**config.mk**
```make
export PLATFORM = sky130hd
export DESIGN_NAME = stuffed_frame_receiver
export DESIGN_NICKNAME = d
export VERILOG_FILES = /design/src/hw/rtl/sfr_pkg.sv /design/src/hw/rtl/stuffed_frame_receiver.sv /design/src/hw/rtl/sfr_front.sv /design/src/hw/rtl/sfr_evq.sv /design/src/hw/rtl/sfr_back.sv
export SDC_FILE = /design/constraint.sdc
export NUM_CORES = 1
export LEC_CHECK = 0
export ABC_AREA = 1
export ABC_CLOCK_PERIOD_IN_PS = 6200
export BUFFER_PORTS_ARGS = -buffer_cell sky130_fd_sc_hd__buf_2
export CAP_MARGIN = 10
export CORE_MARGIN = 3
export CORE_UTILIZATION = 65
export DETAILED_ROUTE_END_ITERATION = 10
export GPL_TIMING_DRIVEN = 0
export PLACE_DENSITY_LB_ADDON = 0.08
export SYNTH_ARGS = -nofsm -noshare
export SYNTH_HDL_FRONTEND = slang
export SYNTH_HIERARCHICAL = 1
export SYNTH_SLANG_ARGS = --single-unit
```
**constraint.sdc**
```tcl
create_clock -name clk -period 6.2 [get_ports clk]
set_input_delay 0.62 -clock clk [delete_from_list [all_inputs] [get_ports clk]]
set_output_delay 0.62 -clock clk [all_outputs]
set_load 0.01 [all_outputs]
```
**src/hw/rtl/sfr_pkg.sv**
```systemverilog
// Shared types and constants for the stuffed frame receiver.
// Used by every module under hw/rtl; depends on nothing.
package sfr_pkg;

  localparam int ERR_COUNT_WIDTH = 16;

  localparam logic [7:0] FLAG_BYTE = 8'h7E;
  localparam logic [7:0] ESC_BYTE  = 8'h7D;
  localparam logic [7:0] ESC_XOR   = 8'h20;
  localparam logic [7:0] SEQ_CTRL  = 8'h40;
  localparam logic [7:0] RC_RR     = 8'h05;
  localparam logic [7:0] RC_REJ    = 8'h01;
  localparam logic [7:0] TYPE_DATA = 8'h01;
  localparam logic [7:0] TYPE_CTL0 = 8'h02;
  localparam logic [7:0] TYPE_CTL1 = 8'h03;

  localparam int POS_W = 17;
  localparam logic [POS_W-1:0] POS_MAX = '1;

  typedef enum logic [1:0] {
    EV_OPEN,
    EV_DATA,
    EV_CLOSE
  } ev_op_t;

  typedef enum logic [2:0] {
    ST_DATA_OK = 3'd0,
    ST_CTL_OK  = 3'd1,
    ST_HDR_ERR = 3'd2,
    ST_SEQ_ERR = 3'd3,
    ST_CHK_ERR = 3'd4,
    ST_UNKNOWN = 3'd5
  } status_t;

  // One classified line event handed from front to back.
  typedef struct packed {
    ev_op_t     op;
    logic [7:0] data;
    logic       tentative;  // forward the held byte first
    logic       absorb;     // data (or a literal escape on close) enters the frame
  } event_t;

  typedef struct packed {
    logic        kind;
    logic [7:0]  payload_byte;
    logic [2:0]  status;
    logic        reply_valid;
    logic [7:0]  reply_control;
    logic [15:0] data_length;
    logic [15:0] error_total;
  } result_t;

endpackage

```
**src/hw/rtl/stuffed_frame_receiver.sv**
```systemverilog
// Byte-stuffed frame receiver: flag hunt, destuffing, header/sequence/data checks.
// An accepted line byte is registered in the event queue; any result it yields is registered in the result queue.
// Throughput: one line byte per cycle; full rises only when the two-entry event
// queue is full, which happens when the two-entry result queue is not being popped.
// Reset (rst_n low, synchronous) hunts for a flag with sequence bit and error count cleared.
// Instantiates sfr_front, sfr_evq and sfr_back; depends on sfr_pkg.
module stuffed_frame_receiver (
  input  logic        clk,
  input  logic        rst_n,
  input  logic        push,
  output logic        full,
  input  logic [7:0]  in_rx_byte,
  output logic        empty,
  input  logic        pop,
  output logic        out_kind,
  output logic [7:0]  out_payload_byte,
  output logic [2:0]  out_status,
  output logic        out_reply_valid,
  output logic [7:0]  out_reply_control,
  output logic [15:0] out_data_length,
  output logic [15:0] out_error_total
);
  import sfr_pkg::*;

  event_t  fe_ev, q_ev;
  logic    fe_push, q_full, q_valid, q_pop;
  result_t res;

  sfr_front u_front (
    .clk        (clk),
    .rst_n      (rst_n),
    .push       (push),
    .in_rx_byte (in_rx_byte),
    .ev_full    (q_full),
    .full       (full),
    .ev_push    (fe_push),
    .ev         (fe_ev)
  );

  sfr_evq u_evq (
    .clk      (clk),
    .rst_n    (rst_n),
    .wr_en    (fe_push),
    .wr_ev    (fe_ev),
    .q_full   (q_full),
    .rd_en    (q_pop),
    .rd_valid (q_valid),
    .rd_ev    (q_ev)
  );

  sfr_back u_back (
    .clk      (clk),
    .rst_n    (rst_n),
    .ev_valid (q_valid),
    .ev       (q_ev),
    .ev_pop   (q_pop),
    .empty    (empty),
    .pop      (pop),
    .res      (res)
  );

  assign out_kind          = res.kind;
  assign out_payload_byte  = res.payload_byte;
  assign out_status        = res.status;
  assign out_reply_valid   = res.reply_valid;
  assign out_reply_control = res.reply_control;
  assign out_data_length   = res.data_length;
  assign out_error_total   = res.error_total;

endmodule

```
**src/hw/rtl/sfr_front.sv**
```systemverilog
// Front end: flag hunt and escape removal, one line byte per cycle while the event queue is not full.
// Emits classified events; depends on sfr_pkg.
module sfr_front (
  input  logic            clk,
  input  logic            rst_n,
  input  logic            push,
  input  logic [7:0]      in_rx_byte,
  input  logic            ev_full,
  output logic            full,
  output logic            ev_push,
  output sfr_pkg::event_t ev
);
  import sfr_pkg::*;

  logic in_frame_r, in_frame_nxt;
  logic esc_r, esc_nxt;
  logic accept;

  assign full   = ev_full;
  assign accept = push && !ev_full;

  always_comb begin
    in_frame_nxt = in_frame_r;
    esc_nxt      = esc_r;
    ev_push      = 1'b0;
    ev.op        = EV_DATA;
    ev.data      = in_rx_byte;
    ev.tentative = 1'b0;
    ev.absorb    = 1'b0;
    if (accept) begin
      priority if (!in_frame_r) begin
        if (in_rx_byte == FLAG_BYTE) begin
          ev_push      = 1'b1;
          ev.op        = EV_OPEN;
          in_frame_nxt = 1'b1;
          esc_nxt      = 1'b0;
        end
      end else if (in_rx_byte == FLAG_BYTE) begin
        ev_push      = 1'b1;
        ev.op        = EV_CLOSE;
        ev.absorb    = esc_r;
        in_frame_nxt = 1'b0;
        esc_nxt      = 1'b0;
      end else if (esc_r) begin
        ev_push   = 1'b1;
        ev.data   = in_rx_byte ^ ESC_XOR;
        ev.absorb = 1'b1;
        esc_nxt   = 1'b0;
      end else begin
        ev_push      = 1'b1;
        ev.tentative = 1'b1;
        ev.absorb    = (in_rx_byte != ESC_BYTE);
        esc_nxt      = (in_rx_byte == ESC_BYTE);
      end
    end
  end

  always_ff @(posedge clk) begin
    if (!rst_n) begin
      in_frame_r <= 1'b0;
      esc_r      <= 1'b0;
    end else begin
      in_frame_r <= in_frame_nxt;
      esc_r      <= esc_nxt;
    end
  end

endmodule

```
**src/hw/rtl/sfr_evq.sv**
```systemverilog
// Two-entry event queue between front and back end.
// Depends on sfr_pkg.
module sfr_evq (
  input  logic            clk,
  input  logic            rst_n,
  input  logic            wr_en,
  input  sfr_pkg::event_t wr_ev,
  output logic            q_full,
  input  logic            rd_en,
  output logic            rd_valid,
  output sfr_pkg::event_t rd_ev
);
  import sfr_pkg::*;

  event_t     mem [2];
  logic       wp_r, wp_nxt;
  logic       rp_r, rp_nxt;
  logic [1:0] cnt_r, cnt_nxt;
  logic       do_wr, do_rd;

  assign q_full   = (cnt_r == 2'd2);
  assign rd_valid = (cnt_r != 2'd0);
  assign rd_ev    = mem[rp_r];
  assign do_wr    = wr_en && !q_full;
  assign do_rd    = rd_en && rd_valid;

  always_comb begin
    wp_nxt  = wp_r ^ do_wr;
    rp_nxt  = rp_r ^ do_rd;
    cnt_nxt = cnt_r + {1'b0, do_wr} - {1'b0, do_rd};
  end

  always_ff @(posedge clk) begin
    if (do_wr) begin
      mem[wp_r] <= wr_ev;
    end
  end

  always_ff @(posedge clk) begin
    if (!rst_n) begin
      wp_r  <= 1'b0;
      rp_r  <= 1'b0;
      cnt_r <= 2'd0;
    end else begin
      wp_r  <= wp_nxt;
      rp_r  <= rp_nxt;
      cnt_r <= cnt_nxt;
    end
  end

  a_cnt_bound: assert property (@(posedge clk) disable iff (!rst_n)
    cnt_r <= 2'd2) else $error("event queue overfilled");
  a_ptr_match: assert property (@(posedge clk) disable iff (!rst_n)
    (cnt_r == 2'd0 || cnt_r == 2'd2) |-> (wp_r == rp_r))
    else $error("event queue pointers out of step");

endmodule

```
**src/hw/rtl/sfr_back.sv**
```systemverilog
// Back end: frame field capture, check byte, verdict and result queue.
// Consumes events from sfr_evq; depends on sfr_pkg.
module sfr_back (
  input  logic             clk,
  input  logic             rst_n,
  input  logic             ev_valid,
  input  sfr_pkg::event_t  ev,
  output logic             ev_pop,
  output logic             empty,
  input  logic             pop,
  output sfr_pkg::result_t res
);
  import sfr_pkg::*;

  logic [POS_W-1:0]           pos_r, pos_nxt;
  logic [7:0]                 addr_r, addr_nxt;
  logic [7:0]                 ctrl_r, ctrl_nxt;
  logic                       hdr_r, hdr_nxt;
  logic [7:0]                 type_r, type_nxt;
  logic [15:0]                len_r, len_nxt;
  logic [7:0]                 xor_r, xor_nxt;
  logic [7:0]                 held_r, held_nxt;
  logic                       seq_r, seq_nxt;
  logic [ERR_COUNT_WIDTH-1:0] err_r, err_nxt;

  result_t    oq [2];
  logic       owp_r, orp_r;
  logic [1:0] ocnt_r, ocnt_nxt;
  logic       adv, res_push, do_pop;
  result_t    res_new;

  logic [7:0] ab;
  logic       ab_en;
  logic [7:0] sb;

  assign adv    = ev_valid && (ocnt_r != 2'd2);
  assign ev_pop = adv;
  assign empty  = (ocnt_r == 2'd0);
  assign res    = oq[orp_r];
  assign do_pop = pop && !empty;
  assign sb     = {seq_r, 7'd0};

  // byte entering the frame this cycle
  always_comb begin
    ab    = (ev.op == EV_CLOSE) ? ESC_BYTE : ev.data;
    ab_en = adv && (ev.op != EV_OPEN) && ev.absorb;
  end

  always_comb begin
    pos_nxt  = pos_r;
    addr_nxt = addr_r;
    ctrl_nxt = ctrl_r;
    hdr_nxt  = hdr_r;
    type_nxt = type_r;
    len_nxt  = len_r;
    xor_nxt  = xor_r;
    held_nxt = held_r;
    if (adv && ev.op == EV_OPEN) begin
      pos_nxt  = POS_W'(1);
      addr_nxt = '0;
      ctrl_nxt = '0;
      hdr_nxt  = 1'b0;
      type_nxt = '0;
      len_nxt  = '0;
      xor_nxt  = '0;
      held_nxt = '0;
    end else if (ab_en) begin
      unique case (pos_r)
        POS_W'(1): addr_nxt = ab;
        POS_W'(2): ctrl_nxt = ab;
        POS_W'(3): hdr_nxt  = ((addr_r ^ ctrl_r) == ab);
        POS_W'(4): type_nxt = ab;
        POS_W'(6): len_nxt  = {ab, len_r[7:0]};
        POS_W'(7): len_nxt  = {len_r[15:8], ab};
        default: ;
      endcase
      if (pos_r >= POS_W'(4)) begin
        if (pos_r < POS_W'(8) || (pos_r - POS_W'(8)) < {1'b0, len_r}) begin
          xor_nxt = xor_r ^ ab;
        end
        held_nxt = ab;
      end
      if (pos_r != POS_MAX) begin
        pos_nxt = pos_r + POS_W'(1);
      end
    end
  end

  // forwarded held bytes, and the verdict on the frame as it stands after any literal escape
  always_comb begin
    seq_nxt  = seq_r;
    err_nxt  = err_r;
    res_push = 1'b0;
    res_new  = '0;
    if (adv && ev.op == EV_DATA && ev.tentative && pos_r >= POS_W'(5)) begin
      res_push             = 1'b1;
      res_new.payload_byte = held_r;
      res_new.error_total  = 16'(err_r);
    end else if (adv && ev.op == EV_CLOSE) begin
      res_push            = 1'b1;
      res_new.kind        = 1'b1;
      res_new.reply_valid = 1'b1;
      res_new.data_length = len_nxt;
      priority if (!hdr_nxt) begin
        res_new.status        = ST_HDR_ERR;
        res_new.reply_control = sb | RC_REJ;
      end else if ((ctrl_nxt ^ {1'b0, seq_r, 6'd0}) != SEQ_CTRL) begin
        res_new.status        = ST_SEQ_ERR;
        res_new.reply_control = sb | RC_RR;
      end else if (type_nxt == TYPE_DATA) begin
        if (xor_nxt == held_nxt) begin
          res_new.status        = ST_DATA_OK;
          res_new.reply_control = sb | RC_RR;
          seq_nxt               = !seq_r;
        end else begin
          res_new.status        = ST_CHK_ERR;
          res_new.reply_control = sb | RC_REJ;
          if (err_r != '1) begin
            err_nxt = err_r + ERR_COUNT_WIDTH'(1);
          end
        end
      end else if (type_nxt == TYPE_CTL0 || type_nxt == TYPE_CTL1) begin
        res_new.status        = ST_CTL_OK;
        res_new.reply_control = sb | RC_RR;
        seq_nxt               = !seq_r;
      end else begin
        res_new.status      = ST_UNKNOWN;
        res_new.reply_valid = 1'b0;
      end
      res_new.error_total = 16'(err_nxt);
    end
  end

  assign ocnt_nxt = ocnt_r + {1'b0, res_push} - {1'b0, do_pop};

  always_ff @(posedge clk) begin
    if (res_push) begin
      oq[owp_r] <= res_new;
    end
  end

  always_ff @(posedge clk) begin
    if (!rst_n) begin
      pos_r  <= '0;
      addr_r <= '0;
      ctrl_r <= '0;
      hdr_r  <= 1'b0;
      type_r <= '0;
      len_r  <= '0;
      xor_r  <= '0;
      held_r <= '0;
    end else begin
      pos_r  <= pos_nxt;
      addr_r <= addr_nxt;
      ctrl_r <= ctrl_nxt;
      hdr_r  <= hdr_nxt;
      type_r <= type_nxt;
      len_r  <= len_nxt;
      xor_r  <= xor_nxt;
      held_r <= held_nxt;
    end
  end

  always_ff @(posedge clk) begin
    if (!rst_n) begin
      seq_r  <= 1'b0;
      err_r  <= '0;
      owp_r  <= 1'b0;
      orp_r  <= 1'b0;
      ocnt_r <= 2'd0;
    end else begin
      seq_r  <= seq_nxt;
      err_r  <= err_nxt;
      owp_r  <= owp_r ^ res_push;
      orp_r  <= orp_r ^ do_pop;
      ocnt_r <= ocnt_nxt;
    end
  end

  a_oq_bound: assert property (@(posedge clk) disable iff (!rst_n)
    ocnt_r <= 2'd2) else $error("result queue overfilled");
  a_seq_on_close: assert property (@(posedge clk) disable iff (!rst_n)
    ($past(rst_n) && seq_r != $past(seq_r)) |->
      ($past(adv) && $past(ev.op) == EV_CLOSE))
    else $error("sequence bit moved outside a verdict");
  a_err_monotonic: assert property (@(posedge clk) disable iff (!rst_n)
    $past(rst_n) |-> (err_r >= $past(err_r)))
    else $error("error count went down");
  a_err_step: assert property (@(posedge clk) disable iff (!rst_n)
    ($past(rst_n) && err_r != $past(err_r)) |->
      ($past(res_new.status) == ST_CHK_ERR && $past(res_push)))
    else $error("error count moved without a data check error");

endmodule

```
## Word-level counts from Yosys, hierarchy flattened

Memory sizes are Yosys's and may differ from the RTL's. A register that Yosys moved wholly into a read port is not among the register bits.
Cells that the tools add are included.
W data, S select, Z words.

| word-level totals | value |
|---|---|
| memory bits (writable) | 130 |
| input bits | 12 |
| memories | 2 |
| logic and storage cells | 174 |
| register bits | 101 |

| cells by class | value |
|---|---|
| equal/unequal tests | 22 |
| multiplexer cells | 77 |
| $add $sub $neg | 7 |
| reductions and logical operators | 32 |
| $lt $le $gt $ge | 4 |
| bitwise logic cells | 11 |

Memory list:

| name | depth | width | read ports | clocked after memory_dff | wr ports | line | RTL |
|---|---|---|---|---|---|---|---|
| u_back.oq | 2 | 53 | 1 | 1 | 1 | sfr_back.sv:26 | `result_t oq [2];` |
| u_evq.mem | 2 | 12 | 1 | 1 | 1 | sfr_evq.sv:15 | `event_t mem [2];` |

Operator list:

| cell | number |
|---|---|
| $mux W8 | 20 |
| $mux W16 | 8 |
| $eq A17 B3 Y1 const B | 3 |
| $mux W44 | 1 |
| $mux W1 | 35 |
| $eq A17 B2 Y1 const B | 2 |
| $ge A17 B3 Y1 const B | 2 |
| $pmux W16 S2 | 1 |
| $mux W28 | 1 |
| $mux W3 | 6 |
| $add A17 B1 Y17 const B | 1 |
| $eq A17 B1 Y1 const B | 1 |
| $lt A17 B16 Y1 | 1 |
| $lt A17 B4 Y1 const B | 1 |
| $ne A17 B17 Y1 const B | 1 |
| $sub A17 B4 Y17 const B | 1 |
| $add A16 B1 Y16 const B | 1 |
| $eq A8 B2 Y1 const B | 2 |
| $eq A8 B7 Y1 const B | 2 |
| $eq A8 B8 Y1 | 2 |
| $ne A16 B16 Y1 const B | 1 |
| $ne A8 B7 Y1 const B | 2 |
| $xor A8 B8 Y8 | 2 |
| $logic_and A1 B1 Y1 | 12 |
| 20 further kinds | 44 |

## Depth between registers and ports, before layout

| depth | value |
|---|---|
| word-level depth | 14 |
| gate-level depth with buffers | 33 |
| depth with buffers taken out | 33 |

## Hierarchy

Netlist, hierarchy kept.

By module, submodules not included:

| module | seq. area each (sq um) | area an instance (sq um) | cells each | times used |
|---|---|---|---|---|
| sfr_back | 4744.6 | 9581.7 | 1110 | 1 |
| sfr_evq | 820.8 | 1164.9 | 74 | 1 |
| sfr_front | 40.0 | 326.6 | 54 | 1 |

## Worst setup path before layout

OpenSTA, ideal clock, no wires.

| timing | value |
|---|---|
| path kind | register -> register |
| from | register (tool-made name) |
| to | memory u_back/oq[1][0] (netlist bit) (enable) |
| arrival time | 3.176 ns |
| clock period less this slack | 3.585 ns |
| stages on the path, launching flop included | 10 |
| path slack | 2.615 ns |
| cells stage by stage | dfxtp_1 -> buf_6 -> mux2_4 -> nor2_1 -> inv_1 -> nor2_1 -> inv_1 -> clkbuf_1 -> nand2_1 -> ha_1 |

RTL lines:

| what | line |
|---|---|
| end, declared | sfr_back.sv:26 |

==> results.md <==
* finished, final reports clean — outcome
* 0 — antenna diode instance count
* 0% — Post-synth ARST share
* 4.60 ns — arrival time of the worst setup path
* 0.51 ns — source-to-sink clock delay at the later pin of the worst-skew pair
* 5.52 — post-detailed-route via-to-cell ratio
* 3 — buffer depth of the longest clock path
* 8649 — routed via count
* 32.0% — share of the synthesized area in the top cell type
* 35 — largest net degree at the start of global routing
* 39600 um — wire length of the first global-routing pass
* 0 ns — aggregate negative setup slack
* flip-flop — Critical Path End Type
* 0.36 ns — delay contributed by the slowest stage of the critical path
* 1375 — final-stage net count
* 5.01 nW — LEAKAGE
* 8200 — number of global-route vias before repair
* 61 — # port buffers
* 0.0186 sq mm — area of the die
* 13.0% — Syn-to-layout area delta
* 0 — DRC viols
* 702 — DRC violation total after the first TritonRoute iteration
* 70.6% — final critical-path share of the clock period
* 66.5% — starting density of the core
* 3.43 mW — post-layout total power
* 6.42 ns — data required time of the worst path
* 26.4% — Global Route Usage Sum
* 47 — Site Rows
* 274 mW/mm^2 — power per cell area
* reg2reg — start-to-end type of the worst setup path
* 10 — crit-path max FO
* 0 — Hold Violations, Final
* 0.0166 sq mm — Floorplan Core Area
* 67 — num ports
* 0.0121 ns — Clock Skew
* 0 — number of antenna violations at the first check in global routing
* sky130_fd_sc_hd__edfxtp_1 — library cell with the largest summed area after synthesis
* 0 — number of max-capacitance violations reported
* 17.7% — layout cells sized above 1
* 0 — post-CTS repair timing setup buffer count
* 35.5% — Rel. slew slack
* 4.38 ns — clock period minus worst slack
* 5 — number of iterations in the first detailed-routing pass
* false — RSZ-0062 raised after global routing
* in2reg — Min-Delay Path Class
* 1238 — Post-Synthesis Cells
* 118 — EDFF count, synth
* 0 — Finish-stage setup viols
* 49 — Cell variety after synth
* sky130_fd_sc_hd__edfxtp_1 (32%), sky130_fd_sc_hd__dfxtp_1 (19%), sky130_fd_sc_hd__nand2_1 (6.7%), sky130_fd_sc_hd__nor2_1 (6.1%), sky130_fd_sc_hd__inv_1 (5.3%) — Area contributors post-synth
* 0.06 ns — clock transition at the register clock pins on the worst setup and hold paths after CTS
* simple AND/OR/NAND/NOR gates — dominant delay contributor by cell family on the critical path
* sky130_fd_sc_hd__nand2_1 — crit-path most repeated cell
* 0 — number of gates resized after CTS
* 50.6% — sequential element share of the synthesized area
* 0 — GRT Residual Overflow
* sky130_fd_sc_hd__clkbuf_16 — Root Buffer
* 17400 um — HPWL Detailed
* 0 — total of hold buffers inserted after clock tree synthesis
* 1 — CTS H-Tree Depth
* 137 um — Die Wd
* 0 — final max-slew violation count
* 0.0111 sq mm — area of the mapped netlist
* built — clock tree from TritonCTS
* 0 — number of nets with antenna violations after detailed routing
* 137 um — floorplan die height
* 0.875 — final estimated routing congestion in global placement
* 3 — worst path buffer plus inverter count
* sky130_fd_sc_hd__dfxtp_1 — cell at the slowest stage of the critical path
* 0.0125 sq mm — cell area after layout
* sky130_fd_sc_hd__edfxtp_1 — predominant post-synthesis flop cell
* 0.227 mV — maximum ir drop on the vdd rail
* 8.94 sq um — Synth Area per Inst
* 23 — Num CTS Buffers
* 221 — clk sink count
* 24200 um — Routed WL
* 0.961 ns — Least-Margin Pin Slew
* 0.228 GHz — Highest Clock Rate
* 6 — number of warnings reported in the yosys synthesis log
* flip-flop — kind of start point of the critical path
* 0.0117 sq mm — instance area at placement
* 221 — count of state elements after synthesis
* 15.5 um — final routed wire length divided by cell count
* 75.2% — final core area utilization
* 1.82 ns — internal reg-to-reg setup slack
Yosys cell counts (3+ instances only):
cell type,count
sky130_fd_sc_hd__nand2_1,197
sky130_fd_sc_hd__nor2_1,179
sky130_fd_sc_hd__inv_1,155
sky130_fd_sc_hd__edfxtp_1,118
sky130_fd_sc_hd__dfxtp_1,103
sky130_fd_sc_hd__a21oi_1,70
sky130_fd_sc_hd__nand3_1,55
sky130_fd_sc_hd__mux2_2,49
sky130_fd_sc_hd__o21ai_0,41
sky130_fd_sc_hd__ha_1,33
sky130_fd_sc_hd__nand4_1,25
sky130_fd_sc_hd__nor3_1,25
sky130_fd_sc_hd__clkbuf_1,24
sky130_fd_sc_hd__xor2_1,22
sky130_fd_sc_hd__buf_4,16
sky130_fd_sc_hd__o21ai_1,14
sky130_fd_sc_hd__inv_2,13
sky130_fd_sc_hd__nand2_2,11
sky130_fd_sc_hd__xnor2_1,11
sky130_fd_sc_hd__mux2_4,10
sky130_fd_sc_hd__nor2_2,10
sky130_fd_sc_hd__nor4_1,8
sky130_fd_sc_hd__o211ai_1,8
sky130_fd_sc_hd__nor2_4,6
sky130_fd_sc_hd__buf_6,4
sky130_fd_sc_hd__clkinv_1,3
sky130_fd_sc_hd__nand3_2,3
state kept, by name (all words and copies together), names as in the netlist, named ones only:
register            cells
u_front/esc_r           1
u_back/hdr_r            1
u_back/len_r           16
u_back/oq              94
u_back/addr_r           8
u_evq/cnt_r             2
u_front/in_frame_r      1
u_back/held_r           8
u_back/seq_r            1
u_back/owp_r            1
u_back/orp_r            1
u_evq/rp_r              1
u_back/type_r           8
u_back/ctrl_r           8
u_back/ocnt_r           2
u_back/pos_r           17
u_back/xor_r            8
u_evq/mem              24
u_evq/wp_r              1
u_back/err_r           16
layout make-up:
class                           count  area, sq um
Fill cell                        1215         4130
Sequential cell                   221         5610
Timing Repair Buffer               63          345
Inverter                          174          663
Buffer                             46          265
Clock inverter                     16          190
Tap cell                          220          275
Multi-Input combinational cell    801         4560
Clock buffer                       26          607
metrics by stage:
stage,setup slack [ns],cells,hold WS [ns]
6_report,1.82,1567,0.397
5_1_grt,1.42,1567,0.386
4_1_cts,1.91,1567,0.376
3_5_place_dp,1.92,1525,0.479
3_3_place_gp,1.36,1523,0.469
2_1_floorplan,2.61,1242,0.455
per-layer routing:
layer | track usage (%) | up-vias | share of wire, %
met5 | 0 | - | 0
met4 | 7.67 | 0 | 2.0
met3 | 3.35 | 48 | 6.3
met2 | 44.1 | 286 | 47
met1 | 36.3 | 4067 | 44
li1 | - | 4248 | -
cells in the final DEF, fill, tap and decap left out, drive strengths merged, types with 2 or more instances in the layout:
cell / synthesis / layout
a21oi: 71 / 71
buf: 22 / 85
bufinv: 0 / 4
clkbuf: 24 / 50
clkinv: 4 / 12
clkinvlp: 0 / 3
conb: 1 / 5
dfxtp: 103 / 103
edfxtp: 118 / 118
ha: 33 / 33
inv: 170 / 171
mux2: 59 / 59
nand2: 209 / 209
nand3: 59 / 59
nand4: 26 / 26
nor2: 196 / 196
nor3: 27 / 27
nor4: 9 / 9
o211ai: 9 / 9
o21a: 2 / 2
o21ai: 55 / 55
or2: 2 / 2
xnor2: 11 / 11
xor2: 22 / 22
report_power, final:
part / total, mW / internal [mW] / switching [mW]
sequential: 1.57 / 1.55 / 0.0153
combinational: 0.424 / 0.187 / 0.237
clock: 1.44 / 0.872 / 0.569
total: 3.43 / 2.61 / 0.821
path summary, 6_finish.rpt:
path / start / endpoint / cells after the start
max: u_back/pos_r[3]$_SDFFE_PP0P_ / u_back/oq[1][11]$_DFFE_PP_ / 31
min: in_rx_byte[2] / u_evq/mem[0][4]$_DFFE_PP_ / 2
max reg2reg: u_back/pos_r[3]$_SDFFE_PP0P_ / u_back/oq[1][11]$_DFFE_PP_ / 31
min reg2reg: u_back/err_r[1]$_SDFFE_PN0P_ / u_back/err_r[1]$_SDFFE_PN0P_ / 2
worst reg2reg max path, delay by kind of cell (launching register included):
kind | cells | cell delay (ns)
AND/OR/NAND/NOR | 23 | 2.27
buffers and inverters | 3 | 0.54
adder cells (fa/ha/maj) | 2 | 0.53
flip-flops | 1 | 0.36
XOR/XNOR | 1 | 0.22
AO/OA/AOI/OAI | 2 | 0.19
cell families (layout without fill, tap and decap cells):
group                    Yosys count  count (layout)  synth area share [%]
multiplexers                      59              59                  6.34
AND/OR/NAND/NOR                  532             532                  21.6
XOR/XNOR                          33              33                  2.61
flip-flops                       221             221                  50.6
other                              1               5                0.0339
AO/OA/AOI/OAI                    139             139                  6.64
buffers and inverters            220             325                  8.38
adder cells (fa/ha/maj)           33              33                  3.73
Note: power is estimated with default switching activity, not from simulation.
